===== config.mk =====
export PLATFORM = sky130hd
export DESIGN_NAME = wfft_recip_div
export DESIGN_NICKNAME = d
export VERILOG_FILES = /design/src/rtl/wfft_pkg.sv /design/src/rtl/wfft_recip_div.sv
export SDC_FILE = /design/constraint.sdc
export NUM_CORES = 1
export LEC_CHECK = 0
export BUFFER_PORTS_ARGS = -buffer_cell sky130_fd_sc_hd__buf_2
export CAP_MARGIN = 10
export CORE_ASPECT_RATIO = 1.1
export CORE_MARGIN = 8
export CORE_UTILIZATION = 58
export CTS_CLUSTER_DIAMETER = 100
export CTS_CLUSTER_SIZE = 28
export DETAILED_ROUTE_END_ITERATION = 8
export PLACE_DENSITY = 0.79
export RECOVER_POWER = 25
export SYNTH_ARGS = -nofsm -noshare
export SYNTH_HDL_FRONTEND = slang
export SYNTH_SLANG_ARGS = --single-unit
export TNS_END_PERCENT = 100

===== constraint.sdc =====
create_clock -name clk -period 4.5 [get_ports clk]
set_input_delay 0.9 -clock clk [delete_from_list [all_inputs] [get_ports clk]]
set_output_delay 0.9 -clock clk [all_outputs]
set_load 0.02 [all_outputs]

===== src/rtl/wfft_pkg.sv =====
// ----------------------------------------------------------------------------
// wfft_pkg
// Shared constants, widths and the cosine table function of the windowed FFT.
// ----------------------------------------------------------------------------
`default_nettype none

package wfft_pkg;

  localparam int POINTS  = 1024;
  localparam int LG      = $clog2(POINTS);
  localparam int ADDR_W  = LG;
  localparam int CNT_W   = LG + 1;
  localparam int STG_W   = $clog2(LG + 1);
  localparam int QTR     = POINTS / 4;
  localparam int DATA_W  = 27;
  localparam int SMP_W   = 16;
  localparam int COS_W   = 16;
  localparam int REC_W   = 33;
  localparam int PH_W    = 32;
  localparam int WACC_W  = 38;
  localparam int WPROD_W = SMP_W + WACC_W;
  localparam int BPROD_W = DATA_W + COS_W;
  localparam int T_W     = BPROD_W + 1 - 15;
  localparam int SUM_W   = T_W + 1;

  localparam longint unsigned HALF_PI_Q30 = 64'd1686629713;

  // window coefficients in Q20, a0 pre-scaled to Q35
  localparam logic signed [WACC_W-1:0] WIN_A0S = 38'sd381243 * 38'sd32768;
  localparam logic signed [WACC_W-1:0] WIN_A1  = 38'sd512940;
  localparam logic signed [WACC_W-1:0] WIN_A2  = 38'sd143235;
  localparam logic signed [WACC_W-1:0] WIN_A3  = 38'sd11158;

  localparam logic signed [DATA_W-1:0] OUT_MAX = 27'sd67108863;
  localparam logic signed [DATA_W-1:0] OUT_MIN = -27'sd67108864;

  // sin(pi/2 * r/QTR) in Q1.15 by a Taylor series in Q30
  function automatic logic signed [COS_W-1:0] quarter_sine(input int unsigned r);
    longint unsigned x;
    longint unsigned term;
    longint          sum;
    longint          v;
    x    = (HALF_PI_Q30 * 64'(r)) / QTR;
    term = x;
    sum  = longint'(x);
    term = (((term * x) >> 30) * x) >> 30; term = term / 6;   sum = sum - longint'(term);
    term = (((term * x) >> 30) * x) >> 30; term = term / 20;  sum = sum + longint'(term);
    term = (((term * x) >> 30) * x) >> 30; term = term / 42;  sum = sum - longint'(term);
    term = (((term * x) >> 30) * x) >> 30; term = term / 72;  sum = sum + longint'(term);
    term = (((term * x) >> 30) * x) >> 30; term = term / 110; sum = sum - longint'(term);
    term = (((term * x) >> 30) * x) >> 30; term = term / 156; sum = sum + longint'(term);
    term = (((term * x) >> 30) * x) >> 30; term = term / 210; sum = sum - longint'(term);
    if (sum < 0) sum = 0;
    v = (sum + 16384) >>> 15;
    if (v > 32767) v = 32767;
    return COS_W'(v);
  endfunction

  // cos(2*pi*m/POINTS) in Q1.15
  function automatic logic signed [COS_W-1:0] cos_val(input logic [ADDR_W-1:0] m);
    logic [1:0]  quad;
    int unsigned r;
    logic signed [COS_W-1:0] v;
    quad = m[ADDR_W-1:ADDR_W-2];
    r    = int'(m[ADDR_W-3:0]);
    case (quad)
      2'd0:    v = quarter_sine(QTR - r);
      2'd1:    v = -quarter_sine(r);
      2'd2:    v = -quarter_sine(QTR - r);
      default: v = quarter_sine(r);
    endcase
    return v;
  endfunction

endpackage

`default_nettype wire


===== src/rtl/wfft_recip_div.sv =====
// ----------------------------------------------------------------------------
// wfft_recip_div
// Bit-serial restoring divider: round(2^32 / count), one quotient bit a cycle.
// ----------------------------------------------------------------------------
`default_nettype none

module wfft_recip_div (
  input  wire logic                          clk,
  input  wire logic                          rst,
  input  wire logic                          start,
  input  wire logic [wfft_pkg::CNT_W-1:0]    divisor,
  output logic                               done,
  output logic [wfft_pkg::REC_W-1:0]         quot
);

  localparam int BIT_W = $clog2(wfft_pkg::REC_W);

  logic                           run;
  logic [BIT_W-1:0]               bitn;
  logic [wfft_pkg::REC_W-1:0]     num;
  logic [wfft_pkg::CNT_W-1:0]     den;
  logic [wfft_pkg::CNT_W:0]       rem;
  logic [wfft_pkg::CNT_W:0]       rem_sh;
  logic                           ge;

  // trial subtract
  assign rem_sh = {rem[wfft_pkg::CNT_W-1:0], num[wfft_pkg::REC_W-1]};
  assign ge     = (rem_sh >= {1'b0, den});

  always_ff @(posedge clk) begin
    if (rst) begin
      run  <= 1'b0;
      done <= 1'b0;
    end else begin
      done <= 1'b0;
      if (start) begin
        run  <= 1'b1;
        bitn <= BIT_W'(wfft_pkg::REC_W - 1);
        // numerator 2^32 + count/2 for round to nearest
        num  <= {1'b1, (wfft_pkg::REC_W-1)'(divisor >> 1)};
        den  <= divisor;
        rem  <= '0;
      end else if (run) begin
        rem  <= ge ? (rem_sh - {1'b0, den}) : rem_sh;
        quot <= {quot[wfft_pkg::REC_W-2:0], ge};
        num  <= {num[wfft_pkg::REC_W-2:0], 1'b0};
        bitn <= bitn - 1'b1;
        if (bitn == '0) begin
          run  <= 1'b0;
          done <= 1'b1;
        end
      end
    end
  end

endmodule

`default_nettype wire


Yosys cells after proc, flatten, opt, wreduce, memory -nomap -nowiden --
Cells that the tools add are included.
Cells by class: add/subtract/negate cells 2, multiply operators 0, div/mod/pow operators 0, order comparisons 1, equality and inequality tests 0, shift operators 0, multiplexer cells 9, bitwise gates (word level) 3, reductions and logical operators 6
Operator list (number):
- 2-to-1 mux 33 bit | 1
- 2-to-1 mux 11 bit | 2
- greater-or-equal comparator 12 x 11 -> 1 bit | 1
- subtractor 11 bit | 1
- 2-to-1 mux 10 bit | 1
- zero test 6 bit | 1
- 2-to-1 mux 6 bit | 1
- subtractor 6 x 1 -> 6 bit (second input constant) | 1
- 2-to-1 mux 1 bit | 4
- AND reduction 2 bit | 2
- NOT 1 bit | 3
- AND reduction 3 bit | 1
- OR reduction 3 bit | 1
- nonzero test 2 bit | 1
Storage, ports and cells: register bits 96, latch bits 0, memory bits (writable) 0, bits in read-only memories 0, input bits 14, logic and storage cells 29, memories 0

Longest topological paths before layout --
depth in word-level cells 4, depth in mapped cells 10

Worst setup path before layout --
OpenSTA, ideal clock, no wires.
path type input to register, start point in start, end point reg quot[0] (netlist bit) (enable), setup time 471 ps, data arrival time 3611 ps, data required time 4029 ps, slack 418 ps, stages on the path 2, path buffers 1, path through buf_1 -> nor3b_1
Between the ends: cells in the longest elaborated chain, start to end 2
Ends and longest elaborated chain:
- from (decl) | line wfft_recip_div.sv:10 | input wire logic start,
- NOT 1 bit (no line)
- AND reduction 3 bit (no line)
- to (signal assigned) | line wfft_recip_div.sv:45 | quot <= {quot[wfft_pkg::REC_W-2:0], ge};
- to (decl) | line wfft_recip_div.sv:13 | output logic [wfft_pkg::REC_W-1:0] quot
No other way between the ends. A chain may end at the register's enable or synchronous reset.

Worst setup path in the final report --
start point in start, end point reg den[4] (netlist bit) (enable)
Between the ends: cells in the longest elaborated chain, start to end 1
Ends and longest elaborated chain:
- AND reduction 2 bit (no line)
- to (signal assigned) | line wfft_recip_div.sv:41 | den <= divisor;
- to (decl) | line wfft_recip_div.sv:21 | logic [wfft_pkg::CNT_W-1:0] den;
No other way between the ends.

==> impl_results.md <==
* Biggest area consumer among synthesized cells: edfxtp_1
* Critical Path AT at 2.73 ns
* Slowest CP cell: nor2_1
* Count leader, synth: edfxtp_1
* CP Launch Point: start
* CTS buffer count at 9
* Post-layout min period at 2.744 ns
* Via count at 2324
* Syn Area/Cell at 14.95 sq um
* Synth top cells by count: edfxtp_1, nor2b_1, inv_1
* Drt first pass iters at 4
* Total die area at 10010 sq um
* Multi-input logic area at 1145 sq um
* CP Capture Type: flop
* Slew HR at 0.3806
* RSZ-0062 raised after global routing: false
* FMAX at 364.4 MHz
* Synth cell types at 45
* Slew Viols, Final at 0
* Core area at 6927 sq um
* Layout net count at 356
* FF+latch count, synth at 96
* Final Hold Violating Endpoints at 0
* Pleak at 1.740 nW
* Gate Count Post-Synth at 274
* Crit Path Max Fanout at 50
* Critical path's largest stage delay at 0.80 ns
* Vias/cell at 5.560
* Area added between synthesis and finish at 13.04%
* Crit path buf inv count at 2
* Antenna diode count at 0
* 1st-iter DRT viols at 153
* Critical path startpoint category: input pin
* VDD IR max at 0.2733 mV
* Final wirelength at 7213 microns
* Antenna violations before repair at 0
* Mapped cell area at 4096 sq um
* Initial Util at 0.5914
* Ranking of synthesized cells by area: edfxtp_1, ha_1, nor2b_1, mux2_1, xnor2_1
* Final worst-path cycle share at 0.6098
* Crit Path Class: input pin to flop
* Die X at 96.13 microns
* Synth top area share at 0.6891
* Placed insts at 402
* Final setup vio count at 0
* Final Power at 0.001886 W
* Worst slack, placed at 1.340 ns
* GRT Total Usage at 0.1500
* Synthesis warning total at 0
* Seq/Total Area, Yosys at 0.6988
* Hold WC Path Type: flop to flop
* Critical path required time at 4.49 ns
* GP Congestion at 0.7872
* Drt wl/cell at 17.26 microns
* Top FF cell, synth: edfxtp_1
* CTS Root Cell: clkbuf_8
* TritonCTS clock tree: built
* Worst hold start: quot[2]
* Post-cts sizing count at 0
* Max_cap viols at 0
* Register Area at 2863 sq um
* Vias in the first global route at 2346
* Fill cell count at 486
* H-tree depth at 3
* Outcome: finished clean
* Bufs on Longest Clock Path at 2
* Worst-path clk slew at 0.10 ns
* Die Y-Extent at 104.1 microns
* # IOs at 48
* Largest net degree at the start of global routing at 51
* Pwr Density at 407.4 nW/um^2
* R2R Path Start: rem[4]
* Hold Buf Count CTS at 0
* Layout cells sized above 1 at 0.2312
* Port Buffers at 47
* Cell family with most CP delay: buffers and inverters
* Post-Syn Nets at 302
* Std cell rows at 32
* Worst-Margin Slew at 0.9256 ns
* Clk_skew at 0.009376 ns
* Skew-Pair Late Insertion Delay at 0.36 ns
* Post-synth ARST share at 0
* Post-DP HPWL at 5236 microns
* Post-route DRC at 0
* Setup repair bufs after CTS at 0
* ANT nets after route at 0
* Worst setup margin at 1.756 ns
* Fin cells at 418
* First-pass GRT wire length at 11550 microns
* Post-synth EDFFs at 94
* Ordered list of cells on the worst path: buf_2 -> inv_1 -> nor2_1
* Gr ovfl total at 0
* CTS sink count at 96
* Final setup TNS at 0 ns
## per-layer routing
| metal | GRT usage | wire length (microns) | vias up |
|---|---|---|---|
| li1 | - | - | 1121 |
| met4 | 0.06821 | 153 | 0 |
| met5 | 0 | 0 | - |
| met3 | 0.04260 | 475 | 16 |
| met2 | 0.2398 | 3570 | 63 |
| met1 | 0.1807 | 3013 | 1124 |
## worst paths after layout
kind | cells past startpoint | slack (ns) | endpoint
worst max-delay path | 3 | 1.76 | den[4]
worst min-delay path | 0 | 0.45 | quot[3]
worst max register to register | 7 | 1.94 | rem[9]
worst min register to register | 0 | 0.45 | quot[3]
## cells in the final DEF, fill, tap and decap left out, types with 3 or more instances in the layout
master    count
clkbuf_8      9
nand2b_1      4
o21ai_1       8
mux2_1        9
a21oi_1      11
buf_2        42
ha_1         13
a21oi_2       4
clkbuf_1      5
a211oi_2      3
xnor2_1       8
edfxtp_1     94
o21ai_0       4
nor3_1        3
nor2b_1      23
o21a_1        3
o211ai_1      4
buf_4         3
inv_1        17
nand2_1       9
nand3_1       5
nor2_1       15
## cell families after synthesis
logic type / after synthesis / share of synthesized area
AOI/OAI and AO/OA: 47 / 0.08155
xor gates and xnor gates: 9 / 0.01924
adders and majority gates: 14 / 0.04459
buffers and inverters: 24 / 0.02474
DFF: 96 / 0.6988
muxes: 9 / 0.02474
and+or+nand+nor: 75 / 0.1063
## power by group
part / internal (W) / leakage, nW / switching, W / total [W]
Sequential: 0.00104 / 0.905 / 0.0000212 / 0.00106
Combinational: 0.000112 / 0.737 / 0.000172 / 0.000284
Clock: 0.000218 / 0.0975 / 0.000322 / 0.000540
Total: 0.00137 / 1.74 / 0.000516 / 0.00189
## per-stage QoR
stage | hold slack, ns | instance area (sq um) | util
detailed placement | 0.4300 | 4436 | 0.6404
floorplan | 0.4664 | 4096 | -
global route | 0.4630 | 4631 | 0.6685
global placement | 0.4244 | 4436 | 0.6404
CTS | 0.4482 | 4637 | 0.6694
finish | 0.4491 | 4631 | 0.6685
## sequential cells by signal, summed over array words and instances (netlist names)
name and count:
run 1, bitn 6, rem 11, quot 33, done 1, num 33, den 11
## cell type report
cell class | instances | share of cell area
well taps | 85 | 0.02297
multi-input cells | 154 | 0.2472
clock buffers | 9 | 0.02675
repair buffers | 50 | 0.05431
flip-flops and latches | 96 | 0.6182
clock inverters | 7 | 0.01675
inverters | 17 | 0.01378
No activity file was read; power rests on OpenSTA's default activity.
